## src/rtl/adcm9_pkg.sv

```systemverilog
package adcm9_pkg;

	localparam int CHANNELS = 4;
	localparam int SLOTS    = CHANNELS * 9;
	localparam int SLOT_W   = $clog2(SLOTS);
	localparam int SMP_W    = 12;
	localparam int CH_W     = 2;
	localparam int IDX_W    = 4;
	localparam int STEP_W   = 5;
	localparam int NSTEPS   = 19;
	localparam int DVD_W    = 22;
	localparam int DVS_W    = 13;
	localparam int TEMP_W   = 23;
	localparam int VDD_W    = 21;

	localparam logic [CH_W-1:0] TEMP_CH = CH_W'(2 % CHANNELS);
	localparam logic [CH_W-1:0] VREF_CH = CH_W'(3 % CHANNELS);

	localparam logic [1:0] REG_CAL30  = 2'd0;
	localparam logic [1:0] REG_CAL110 = 2'd1;
	localparam logic [1:0] REG_VREF   = 2'd2;

	localparam logic OP_STORE = 1'b0;
	localparam logic OP_READ  = 1'b1;

	typedef struct packed {
		logic                store_wr;
		logic                rd_en;
		logic [CH_W-1:0]     rd_ch;
		logic [IDX_W-1:0]    rd_idx;
		logic                ld_en;
		logic [IDX_W-1:0]    ld_idx;
		logic                xchg_en;
		logic [STEP_W-1:0]   xchg_step;
		logic                med_cap;
		logic [1:0]          med_sel;
		logic                prod_en;
		logic                div_start;
		logic                out_load;
	} cmd_t;

	typedef struct packed {
		logic div_done;
		logic out_free;
	} sts_t;

	// median-of-9 exchange network, {a, b}
	function automatic logic [7:0] xchg_pair(input logic [STEP_W-1:0] s);
		logic [7:0] p;
		unique case (s)
			5'd0:    p = {4'd1, 4'd2};
			5'd1:    p = {4'd4, 4'd5};
			5'd2:    p = {4'd7, 4'd8};
			5'd3:    p = {4'd0, 4'd1};
			5'd4:    p = {4'd3, 4'd4};
			5'd5:    p = {4'd6, 4'd7};
			5'd6:    p = {4'd1, 4'd2};
			5'd7:    p = {4'd4, 4'd5};
			5'd8:    p = {4'd7, 4'd8};
			5'd9:    p = {4'd0, 4'd3};
			5'd10:   p = {4'd5, 4'd8};
			5'd11:   p = {4'd4, 4'd7};
			5'd12:   p = {4'd3, 4'd6};
			5'd13:   p = {4'd1, 4'd4};
			5'd14:   p = {4'd2, 4'd5};
			5'd15:   p = {4'd4, 4'd7};
			5'd16:   p = {4'd4, 4'd2};
			5'd17:   p = {4'd6, 4'd4};
			5'd18:   p = {4'd4, 4'd2};
			default: p = {4'd4, 4'd4};
		endcase
		return p;
	endfunction

endpackage

```

## src/rtl/adc_median9_calibrated_readout.sv

```systemverilog
// store transaction: accepted while idle, no result
// read transaction: 3 passes of (9 store reads + 19 exchange steps + 1 capture) on the
// one sorting unit, then the product step, the divider start and the wait on the bit-serial
// dividers, then the output load; input is ready again once the result has been loaded
// one read in flight at a time; a finished result waits in the output register
// arst_n clears control and slot valid bits (store reads as zero) and sets calibration defaults
module adc_median9_calibrated_readout (
	input  logic                                 clk,
	input  logic                                 arst_n,
	input  logic                                 in_valid,
	output logic                                 in_ready,
	input  logic                                 op,
	input  logic [adcm9_pkg::SMP_W-1:0]          sample,
	input  logic [adcm9_pkg::CH_W-1:0]           channel,
	output logic                                 out_valid,
	input  logic                                 out_ready,
	output logic [adcm9_pkg::SMP_W-1:0]          median,
	output logic signed [adcm9_pkg::TEMP_W-1:0]  temperature_tenths,
	output logic [adcm9_pkg::VDD_W-1:0]          vdd_hundredths,
	output logic [1:0]                           divide_fault,
	input  logic                                 cfg_we,
	input  logic [1:0]                           cfg_index,
	input  logic [adcm9_pkg::SMP_W-1:0]          cfg_wdata
);
	adcm9_pkg::cmd_t cmd;
	adcm9_pkg::sts_t sts;

	adcm9_ctrl u_ctrl (
		.clk      (clk),
		.arst_n   (arst_n),
		.in_valid (in_valid),
		.in_ready (in_ready),
		.op       (op),
		.channel  (channel),
		.sts      (sts),
		.cmd      (cmd)
	);

	adcm9_dp u_dp (
		.clk                (clk),
		.arst_n             (arst_n),
		.cmd                (cmd),
		.sts                (sts),
		.sample             (sample),
		.cfg_we             (cfg_we),
		.cfg_index          (cfg_index),
		.cfg_wdata          (cfg_wdata),
		.out_valid          (out_valid),
		.out_ready          (out_ready),
		.median             (median),
		.temperature_tenths (temperature_tenths),
		.vdd_hundredths     (vdd_hundredths),
		.divide_fault       (divide_fault)
	);

	a_read_busy: assert property (@(posedge clk) disable iff (!arst_n)
		in_valid && in_ready && op == adcm9_pkg::OP_READ |=> !in_ready)
		else $error("read transaction did not block input");

	a_temp_fault: assert property (@(posedge clk) disable iff (!arst_n)
		out_valid && divide_fault[0] |-> temperature_tenths == '0)
		else $error("temperature not zero on divisor fault");

	a_vdd_fault: assert property (@(posedge clk) disable iff (!arst_n)
		out_valid && divide_fault[1] |-> vdd_hundredths == '0)
		else $error("vdd not zero on reference fault");
endmodule

```

## src/rtl/adcm9_div.sv

```systemverilog
module adcm9_div (
	input  logic                            clk,
	input  logic                            arst_n,
	input  logic                            start,
	input  logic [adcm9_pkg::DVD_W-1:0]     dividend,
	input  logic [adcm9_pkg::DVS_W-1:0]     divisor,
	output logic                            done,
	output logic [adcm9_pkg::DVD_W-1:0]     quotient
);
	localparam int CNT_W = $clog2(adcm9_pkg::DVD_W + 1);

	logic [adcm9_pkg::DVS_W-1:0] rem_q;
	logic [adcm9_pkg::DVD_W-1:0] quo_q;
	logic [adcm9_pkg::DVS_W-1:0] dvs_q;
	logic [CNT_W-1:0]            cnt_q;
	logic                        busy_q;
	logic                        done_q;
	logic [adcm9_pkg::DVS_W:0]   shifted;
	logic [adcm9_pkg::DVS_W:0]   trial;

	// restoring division, one quotient bit per cycle
	assign shifted = {rem_q, quo_q[adcm9_pkg::DVD_W-1]};
	assign trial   = shifted - {1'b0, dvs_q};

	always_ff @(posedge clk or negedge arst_n) begin
		if (!arst_n) begin
			busy_q <= 1'b0;
			done_q <= 1'b0;
			cnt_q  <= '0;
		end else if (start) begin
			busy_q <= 1'b1;
			done_q <= 1'b0;
			cnt_q  <= '0;
		end else if (busy_q) begin
			cnt_q <= cnt_q + 1'b1;
			if (cnt_q == CNT_W'(adcm9_pkg::DVD_W - 1)) begin
				busy_q <= 1'b0;
				done_q <= 1'b1;
			end
		end
	end

	always_ff @(posedge clk) begin
		if (start) begin
			rem_q <= '0;
			quo_q <= dividend;
			dvs_q <= divisor;
		end else if (busy_q) begin
			if (!trial[adcm9_pkg::DVS_W]) begin
				rem_q <= trial[adcm9_pkg::DVS_W-1:0];
				quo_q <= {quo_q[adcm9_pkg::DVD_W-2:0], 1'b1};
			end else begin
				rem_q <= shifted[adcm9_pkg::DVS_W-1:0];
				quo_q <= {quo_q[adcm9_pkg::DVD_W-2:0], 1'b0};
			end
		end
	end

	assign done     = done_q;
	assign quotient = quo_q;
endmodule

```

## src/rtl/adcm9_ctrl.sv

```systemverilog
module adcm9_ctrl (
	input  logic                          clk,
	input  logic                          arst_n,
	input  logic                          in_valid,
	output logic                          in_ready,
	input  logic                          op,
	input  logic [adcm9_pkg::CH_W-1:0]    channel,
	input  adcm9_pkg::sts_t               sts,
	output adcm9_pkg::cmd_t               cmd
);
	localparam logic [2:0] S_IDLE = 3'd0;
	localparam logic [2:0] S_LOAD = 3'd1;
	localparam logic [2:0] S_SORT = 3'd2;
	localparam logic [2:0] S_CAP  = 3'd3;
	localparam logic [2:0] S_MUL  = 3'd4;
	localparam logic [2:0] S_DIV  = 3'd5;
	localparam logic [2:0] S_WAIT = 3'd6;
	localparam logic [2:0] S_OUT  = 3'd7;

	logic [2:0]                     state_q;
	logic [adcm9_pkg::STEP_W-1:0]   cnt_q;
	logic [1:0]                     pass_q;
	logic [adcm9_pkg::CH_W-1:0]     chan_q;
	logic                           accept;

	assign in_ready = (state_q == S_IDLE);
	assign accept   = in_valid && in_ready;

	always_ff @(posedge clk or negedge arst_n) begin
		if (!arst_n) begin
			state_q <= S_IDLE;
			cnt_q   <= '0;
			pass_q  <= '0;
			chan_q  <= '0;
		end else begin
			unique case (state_q)
				S_IDLE: begin
					if (accept && op == adcm9_pkg::OP_READ) begin
						chan_q  <= adcm9_pkg::CH_W'(channel % adcm9_pkg::CHANNELS);
						pass_q  <= '0;
						cnt_q   <= '0;
						state_q <= S_LOAD;
					end
				end
				S_LOAD: begin
					if (cnt_q == 5'd9) begin
						cnt_q   <= '0;
						state_q <= S_SORT;
					end else begin
						cnt_q <= cnt_q + 1'b1;
					end
				end
				S_SORT: begin
					if (cnt_q == adcm9_pkg::STEP_W'(adcm9_pkg::NSTEPS - 1)) begin
						cnt_q   <= '0;
						state_q <= S_CAP;
					end else begin
						cnt_q <= cnt_q + 1'b1;
					end
				end
				S_CAP: begin
					if (pass_q == 2'd2) begin
						state_q <= S_MUL;
					end else begin
						pass_q  <= pass_q + 1'b1;
						state_q <= S_LOAD;
					end
				end
				S_MUL:  state_q <= S_DIV;
				S_DIV:  state_q <= S_WAIT;
				S_WAIT: if (sts.div_done) state_q <= S_OUT;
				S_OUT:  if (sts.out_free) state_q <= S_IDLE;
			endcase
		end
	end

	always_comb begin
		cmd           = '0;
		cmd.store_wr  = accept && op == adcm9_pkg::OP_STORE;
		cmd.rd_idx    = cnt_q[adcm9_pkg::IDX_W-1:0];
		cmd.ld_idx    = adcm9_pkg::IDX_W'(cnt_q - 1'b1);
		cmd.xchg_step = cnt_q;
		cmd.med_sel   = pass_q;
		unique case (pass_q)
			2'd1:    cmd.rd_ch = adcm9_pkg::TEMP_CH;
			2'd2:    cmd.rd_ch = adcm9_pkg::VREF_CH;
			default: cmd.rd_ch = chan_q;
		endcase
		cmd.rd_en     = (state_q == S_LOAD) && cnt_q != 5'd9;
		cmd.ld_en     = (state_q == S_LOAD) && cnt_q != 5'd0;
		cmd.xchg_en   = (state_q == S_SORT);
		cmd.med_cap   = (state_q == S_CAP);
		cmd.prod_en   = (state_q == S_MUL);
		cmd.div_start = (state_q == S_DIV);
		cmd.out_load  = (state_q == S_OUT) && sts.out_free;
	end
endmodule

```

## src/rtl/adcm9_dp.sv

```systemverilog
module adcm9_dp (
	input  logic                                 clk,
	input  logic                                 arst_n,
	input  adcm9_pkg::cmd_t                      cmd,
	output adcm9_pkg::sts_t                      sts,
	input  logic [adcm9_pkg::SMP_W-1:0]          sample,
	input  logic                                 cfg_we,
	input  logic [1:0]                           cfg_index,
	input  logic [adcm9_pkg::SMP_W-1:0]          cfg_wdata,
	output logic                                 out_valid,
	input  logic                                 out_ready,
	output logic [adcm9_pkg::SMP_W-1:0]          median,
	output logic signed [adcm9_pkg::TEMP_W-1:0]  temperature_tenths,
	output logic [adcm9_pkg::VDD_W-1:0]          vdd_hundredths,
	output logic [1:0]                           divide_fault
);
	localparam int SW = adcm9_pkg::SMP_W;

	logic [SW-1:0]                    mem [adcm9_pkg::SLOTS];
	logic [adcm9_pkg::SLOTS-1:0]      vld_q;
	logic [adcm9_pkg::SLOT_W-1:0]     wslot_q;
	logic [adcm9_pkg::SLOT_W-1:0]     raddr;
	logic [SW-1:0]                    rd_q;
	logic [SW-1:0]                    v_q [9];
	logic [SW-1:0]                    med_q [3];
	logic [SW-1:0]                    cal30_q, cal110_q, vref_q;
	logic [7:0]                       pair;
	logic [adcm9_pkg::IDX_W-1:0]      ia, ib;
	logic [SW-1:0]                    va, vb;
	logic signed [adcm9_pkg::TEMP_W-1:0] num_q;
	logic signed [adcm9_pkg::DVS_W-1:0]  den_q;
	logic [adcm9_pkg::VDD_W-1:0]      vnum_q;
	logic signed [adcm9_pkg::DVS_W-1:0]  diff;
	logic signed [adcm9_pkg::DVS_W-1:0]  den;
	logic [adcm9_pkg::TEMP_W-1:0]     num_mag;
	logic [adcm9_pkg::DVS_W-1:0]      den_mag;
	logic                             tdone, vdone;
	logic [adcm9_pkg::DVD_W-1:0]      tquo, vquo;
	logic signed [adcm9_pkg::TEMP_W-1:0] tsigned;
	logic                             out_valid_q;

	always_ff @(posedge clk or negedge arst_n) begin
		if (!arst_n) begin
			cal30_q  <= SW'(1700);
			cal110_q <= SW'(1300);
			vref_q   <= SW'(1520);
		end else if (cfg_we) begin
			unique case (cfg_index)
				adcm9_pkg::REG_CAL30:  cal30_q  <= cfg_wdata;
				adcm9_pkg::REG_CAL110: cal110_q <= cfg_wdata;
				adcm9_pkg::REG_VREF:   vref_q   <= cfg_wdata;
				default: ;
			endcase
		end
	end

	// sample store, never-written slots read as zero
	always_ff @(posedge clk or negedge arst_n) begin
		if (!arst_n) begin
			vld_q   <= '0;
			wslot_q <= '0;
		end else if (cmd.store_wr) begin
			vld_q[wslot_q] <= 1'b1;
			wslot_q <= (wslot_q == adcm9_pkg::SLOT_W'(adcm9_pkg::SLOTS - 1)) ?
				'0 : wslot_q + 1'b1;
		end
	end

	assign raddr = adcm9_pkg::SLOT_W'(cmd.rd_ch)
		+ adcm9_pkg::SLOT_W'(cmd.rd_idx) * adcm9_pkg::SLOT_W'(adcm9_pkg::CHANNELS);

	always_ff @(posedge clk) begin
		if (cmd.store_wr) mem[wslot_q] <= sample;
		if (cmd.rd_en) rd_q <= vld_q[raddr] ? mem[raddr] : '0;
	end

	assign pair = adcm9_pkg::xchg_pair(cmd.xchg_step);
	assign ia   = pair[7:4];
	assign ib   = pair[3:0];
	assign va   = v_q[ia];
	assign vb   = v_q[ib];

	always_ff @(posedge clk) begin
		if (cmd.ld_en) v_q[cmd.ld_idx] <= rd_q;
		else if (cmd.xchg_en && va > vb) begin
			v_q[ia] <= vb;
			v_q[ib] <= va;
		end
		if (cmd.med_cap) med_q[cmd.med_sel] <= v_q[4];
	end

	assign diff = $signed({1'b0, cal30_q}) - $signed({1'b0, med_q[1]});
	assign den  = $signed({1'b0, cal30_q}) - $signed({1'b0, cal110_q});

	always_ff @(posedge clk) begin
		if (cmd.prod_en) begin
			num_q  <= adcm9_pkg::TEMP_W'(diff) * $signed(23'sd800);
			den_q  <= den;
			vnum_q <= adcm9_pkg::VDD_W'(vref_q) * adcm9_pkg::VDD_W'(330);
		end
	end

	assign num_mag = num_q[adcm9_pkg::TEMP_W-1] ? adcm9_pkg::TEMP_W'(-num_q)
		: adcm9_pkg::TEMP_W'(num_q);
	assign den_mag = den_q[adcm9_pkg::DVS_W-1] ? adcm9_pkg::DVS_W'(-den_q)
		: adcm9_pkg::DVS_W'(den_q);

	adcm9_div u_tdiv (
		.clk      (clk),
		.arst_n   (arst_n),
		.start    (cmd.div_start),
		.dividend (num_mag[adcm9_pkg::DVD_W-1:0]),
		.divisor  (den_mag),
		.done     (tdone),
		.quotient (tquo)
	);

	adcm9_div u_vdiv (
		.clk      (clk),
		.arst_n   (arst_n),
		.start    (cmd.div_start),
		.dividend (adcm9_pkg::DVD_W'(vnum_q)),
		.divisor  ({1'b0, med_q[2]}),
		.done     (vdone),
		.quotient (vquo)
	);

	// truncation toward zero: divide magnitudes, then restore the sign
	assign tsigned = (num_q[adcm9_pkg::TEMP_W-1] ^ den_q[adcm9_pkg::DVS_W-1]) ?
		-$signed({1'b0, tquo}) : $signed({1'b0, tquo});

	assign sts.div_done = tdone && vdone;
	assign sts.out_free = !out_valid_q || out_ready;

	always_ff @(posedge clk or negedge arst_n) begin
		if (!arst_n) out_valid_q <= 1'b0;
		else if (cmd.out_load) out_valid_q <= 1'b1;
		else if (out_ready) out_valid_q <= 1'b0;
	end

	always_ff @(posedge clk) begin
		if (cmd.out_load) begin
			median <= med_q[0];
			if (den_q == '0) temperature_tenths <= '0;
			else temperature_tenths <= tsigned + $signed(23'sd300);
			vdd_hundredths  <= (med_q[2] == '0) ? '0 : vquo[adcm9_pkg::VDD_W-1:0];
			divide_fault[0] <= (den_q == '0);
			divide_fault[1] <= (med_q[2] == '0);
		end
	end

	assign out_valid = out_valid_q;
endmodule

```

## config.mk

```make
export PLATFORM = sky130hd
export DESIGN_NAME = adc_median9_calibrated_readout
export DESIGN_NICKNAME = d
export VERILOG_FILES = /design/src/rtl/adcm9_pkg.sv /design/src/rtl/adc_median9_calibrated_readout.sv /design/src/rtl/adcm9_div.sv /design/src/rtl/adcm9_ctrl.sv /design/src/rtl/adcm9_dp.sv
export SDC_FILE = /design/constraint.sdc
export NUM_CORES = 2
export LEC_CHECK = 0
export BUFFER_PORTS_ARGS = -buffer_cell sky130_fd_sc_hd__buf_2
export CAP_MARGIN = 20
export CORE_MARGIN = 4
export CORE_UTILIZATION = 29
export CTS_BUF_LIST = sky130_fd_sc_hd__clkbuf_16
export CTS_CLUSTER_DIAMETER = 80
export DETAILED_ROUTE_END_ITERATION = 10
export GPL_TIMING_DRIVEN = 1
export PLACE_DENSITY_LB_ADDON = 0.1
export SLEW_MARGIN = 20
export SYNTH_ARGS = -nofsm -noshare
export SYNTH_HDL_FRONTEND = slang
export SYNTH_SLANG_ARGS = --single-unit
```

## constraint.sdc

```tcl
create_clock -name clk -period 12.08 [get_ports clk]
set_clock_uncertainty 0.1 [all_clocks]
set_input_delay 1.208 -clock clk [delete_from_list [all_inputs] [get_ports clk]]
set_output_delay 1.208 -clock clk [all_outputs]
set_load 0.02 [all_outputs]
```

==> reports/qor.csv <==
metric,value,unit
outcome,completed,
top_reg_cell synth,edfxtp_1,
Wirelength per Cell,22.06,um
setup bufs post-CTS,0,
CTS Sinks,897,
ranking of synthesized cells by area,"edfxtp_1, mux4_2, dfrtp_1",
worst slew pin tran,1.093,ns
pin count of the biggest net entering global routing,118,
Max-Slew Margin vs Limit,0.2706,
P&R area growth vs syn,15.09,%
# fillers,14470,
first-pass GRT wire length,173000,um
TritonCTS clock tree,done,
Post-synth ARST share,0.1171,
Clock Pin Slew Worst Setup and Hold Paths,0.06,ns
CTS resizes,0,
fmax,154.3,MHz
Via Count,25390,
Synth cell types,93,
arrival time at the worst endpoint,6.78,ns
clk root buf,clkbuf_16,
Synth top area share,0.5296,
FF+latch area,0.02616,sq mm
Max Slew Vio Count,0,
CTS Hold Bufs,0,
io pins,94,
Syn. warnings,0,
worst-skew pair later-pin latency,0.73,ns
Gate power share,0.512,
Crit-path slowest cell,dfrtp_1,
buffers added on ports,93,
TritonCTS Buffers,106,
vias per cell,4.875,
crit start category,flop,
"Max FO, Critical Path",18,
die height,394.8,um
Worst VDD drop,0.2301,mV
synthesized area,0.04338,sq mm
Congestion Overflow GR,0,
Clk pwr share,0.195,
DRC viols,0,
row count,141,
GRT Overall Usage,0.1463,
Seq pwr share,0.293,
hold_ws,0.3193,ns
Final Hold Fails,0,
Seq cells post-synth,897,
Detail Placement HPWL,77490,um
type of the worst min-delay path,flop to flop,
Initial DRT Pass Iterations,5,
CP endpoint kind,flop,
vias in the first global route,26370,
H-tree depth,3,
leakage power,18.02,nW
Placer Congestion,0.8505,
initial antenna violation count,3,
number of flops mapped to enable cells by yosys,765,
Crit path required time,12.38,ns
initial drt markers,1590,
syn nets,3288,
crit-path cells,"clkinv_1, ha_1, inv_1, o21ai_0, o21ai_1, nand2b_1, o22ai_1, or2_2, ha_1, nor2b_1, o211ai_1, a211o_1, o211ai_1, o21ai_1, nor2_1, and2_1, o21bai_1, buf_4",
die width,394.8,um
Clock Tree Buf Depth,3,
PwrDens,319.5,mW/mm^2
register area share after synthesis,0.6031,
nets,3418,
fin crit period,6.481,ns
Int Power,9.482,mW
Mapped Cells,3054,
setup_tns,0,ns
share of layout cells above drive strength 1,0.2023,
die area,0.1558,sq mm
Sw Share,0.4056,
Tcrit/Tclk final,0.5365,
Net Sw Power,6.470,mW
Syn Area/Cell,14.20,sq um
Routed Antenna Nets,0,
setup violators final,0,
RSZ-0062 raised after global routing,no,
maxcap violations,0,
Initial Util,0.2927,
"area leader, netlist",edfxtp_1,
Max stage delay on crit path,0.70,ns
area of the multi-input gates,0.01623,sq mm
drt total wl,114900,um
WS Path Type,flop to flop,
core area,0.1482,sq mm
## sequential cells by signal, indices dropped and copies added, names as in the netlist, 18 cells and up
signal	cells
u_dp.u_vdiv.quotient	22
u_dp.u_tdiv.quotient	22
u_dp.num_q	18
u_dp.temperature_tenths	23
u_dp.med_q	36
u_dp.mem	432
u_dp.vld_q	36
u_dp.vdd_hundredths	21
u_dp.vnum_q	20
u_dp.v_q	108
## area by class of cell
| class | count | share of cell area |
|---|---|---|
| antenna | 2 | 0.0001003 |
| inverter | 170 | 0.01278 |
| timing repair buffer | 160 | 0.02093 |
| clock buffer | 106 | 0.05313 |
| clock inverter | 95 | 0.01564 |
| sequential | 897 | 0.5240 |
| tap | 1930 | 0.04837 |
| multi-input combinational | 1849 | 0.3250 |
## metal layers
metal  vias to the layer above  part of all wire  track usage  routed length [um]
li1                      11780                 -            -                   -
met3                       130             0.044      0.02608                5020
met2                       510              0.48       0.2445               55710
met5                         -                 0            0                   0
met4                         0             0.019      0.03256                2131
met1                     12970              0.45       0.1989               52050
## power by group through the flow
| stage | combinational, mW | sequential (mW) | clock [mW] |
|---|---|---|---|
| global placement | 8.24 | 4.73 | 0 |
| CTS | 8.32 | 4.68 | 3.22 |
| global route | 9.14 | 4.73 | 3.36 |
| floorplan | 6.01 | 4.54 | 0 |
| detailed placement | 8.25 | 4.74 | 0 |
| finish | 8.16 | 4.67 | 3.11 |
## kinds of logic (layout without fill, tap and decap cells)
group                    Yosys count  after routing  share of synthesized area
AO/OA/AOI/OAI                    428            428                    0.06332
XOR/XNOR                         130            130                    0.02668
adder cells (fa/ha/maj)          200            200                    0.06254
buffers and inverters            308            531                    0.02864
flip-flops                       897            897                     0.6031
multiplexers                     354            354                     0.1312
other                              0              2                          0
AND/OR/NAND/NOR                  737            737                    0.08455
## cell usage after synthesis, types with 40 or more instances
cell and count:
o21ai_0 97, mux2i_1 142, mux4_2 167, xor2_1 45
and2_1 67, clkbuf_1 88, nor2_1 172, mux2_2 41
xnor2_1 84, or2_2 53, a211oi_1 40, dfrtp_1 90
edfxtp_1 765, nand2_1 222, nor3_1 56, a21oi_1 102
inv_1 168, ha_1 172
## worst max-delay path, delay by kind of cell, from the launching register on
kind            cells  cell delay (ns)
fa+ha+maj           2             0.73
flops               1             0.70
compound gates      8             1.76
buf+inv             3             0.96
simple gates        5             1.90
## layout by cell type (no fill, tap or decap), types with 10 or more instances in the layout
| cell type | count |
|---|---|
| buf_2 | 92 |
| or3_1 | 10 |
| xor2_1 | 45 |
| mux2i_1 | 142 |
| o22ai_1 | 15 |
| xnor2_1 | 83 |
| o21ai_0 | 97 |
| nor3_1 | 55 |
| and2_1 | 66 |
| clkinv_1 | 21 |
| nand3_1 | 28 |
| a31oi_1 | 38 |
| nand3b_1 | 13 |
| clkbuf_16 | 106 |
| a211oi_1 | 40 |
| nand2_1 | 221 |
| fa_1 | 28 |
| buf_4 | 61 |
| dfstp_2 | 15 |
| nor2_2 | 21 |
| nor2_1 | 143 |
| nand2b_1 | 16 |
| o21bai_1 | 11 |
| dfrtp_1 | 90 |
| inv_1 | 193 |
| or2_2 | 53 |
| o41ai_1 | 10 |
| a311oi_1 | 11 |
| clkinv_2 | 20 |
| mux4_2 | 167 |
| a21oi_1 | 102 |
| nor2b_1 | 26 |
| mux2_2 | 41 |
| ha_1 | 172 |
| nand4_1 | 21 |
| edfxtp_1 | 765 |
| a21o_1 | 18 |
| dfxtp_1 | 27 |
| o21a_1 | 20 |
## final timing paths
path,from,endpoint,slack [ns],cells after the start
worst max-delay path,u_ctrl.cnt_q[2],u_dp.v_q[2][0],5.60,18
worst min-delay path,u_dp.med_q[0][4],u_dp.median[4],0.32,0
worst max register to register,u_ctrl.cnt_q[2],u_dp.v_q[2][0],5.60,18
worst min register to register,u_dp.med_q[0][4],u_dp.median[4],0.32,0
max in group asynchronous,arst_n,u_dp.vld_q[21],10.45,3
min in group asynchronous,arst_n,u_dp.vref_q[0],0.39,1
## stage by stage
step                      total power [mW]  cells  instance area (sq um)  setup slack (ns)  utilization
after detailed placement             12.99   5002                  46400             5.383       0.3131
after global routing                 17.23   5207                  49920             5.074       0.3368
after global placement               12.97   5000                  46340             5.479       0.3127
after CTS                            16.22   5203                  49840             5.350       0.3363
after floorplan                      10.55   3054                  43380             5.820            -
final                                15.95   5209                  49920             5.599       0.3369
Power figures use the tool's default switching activity.
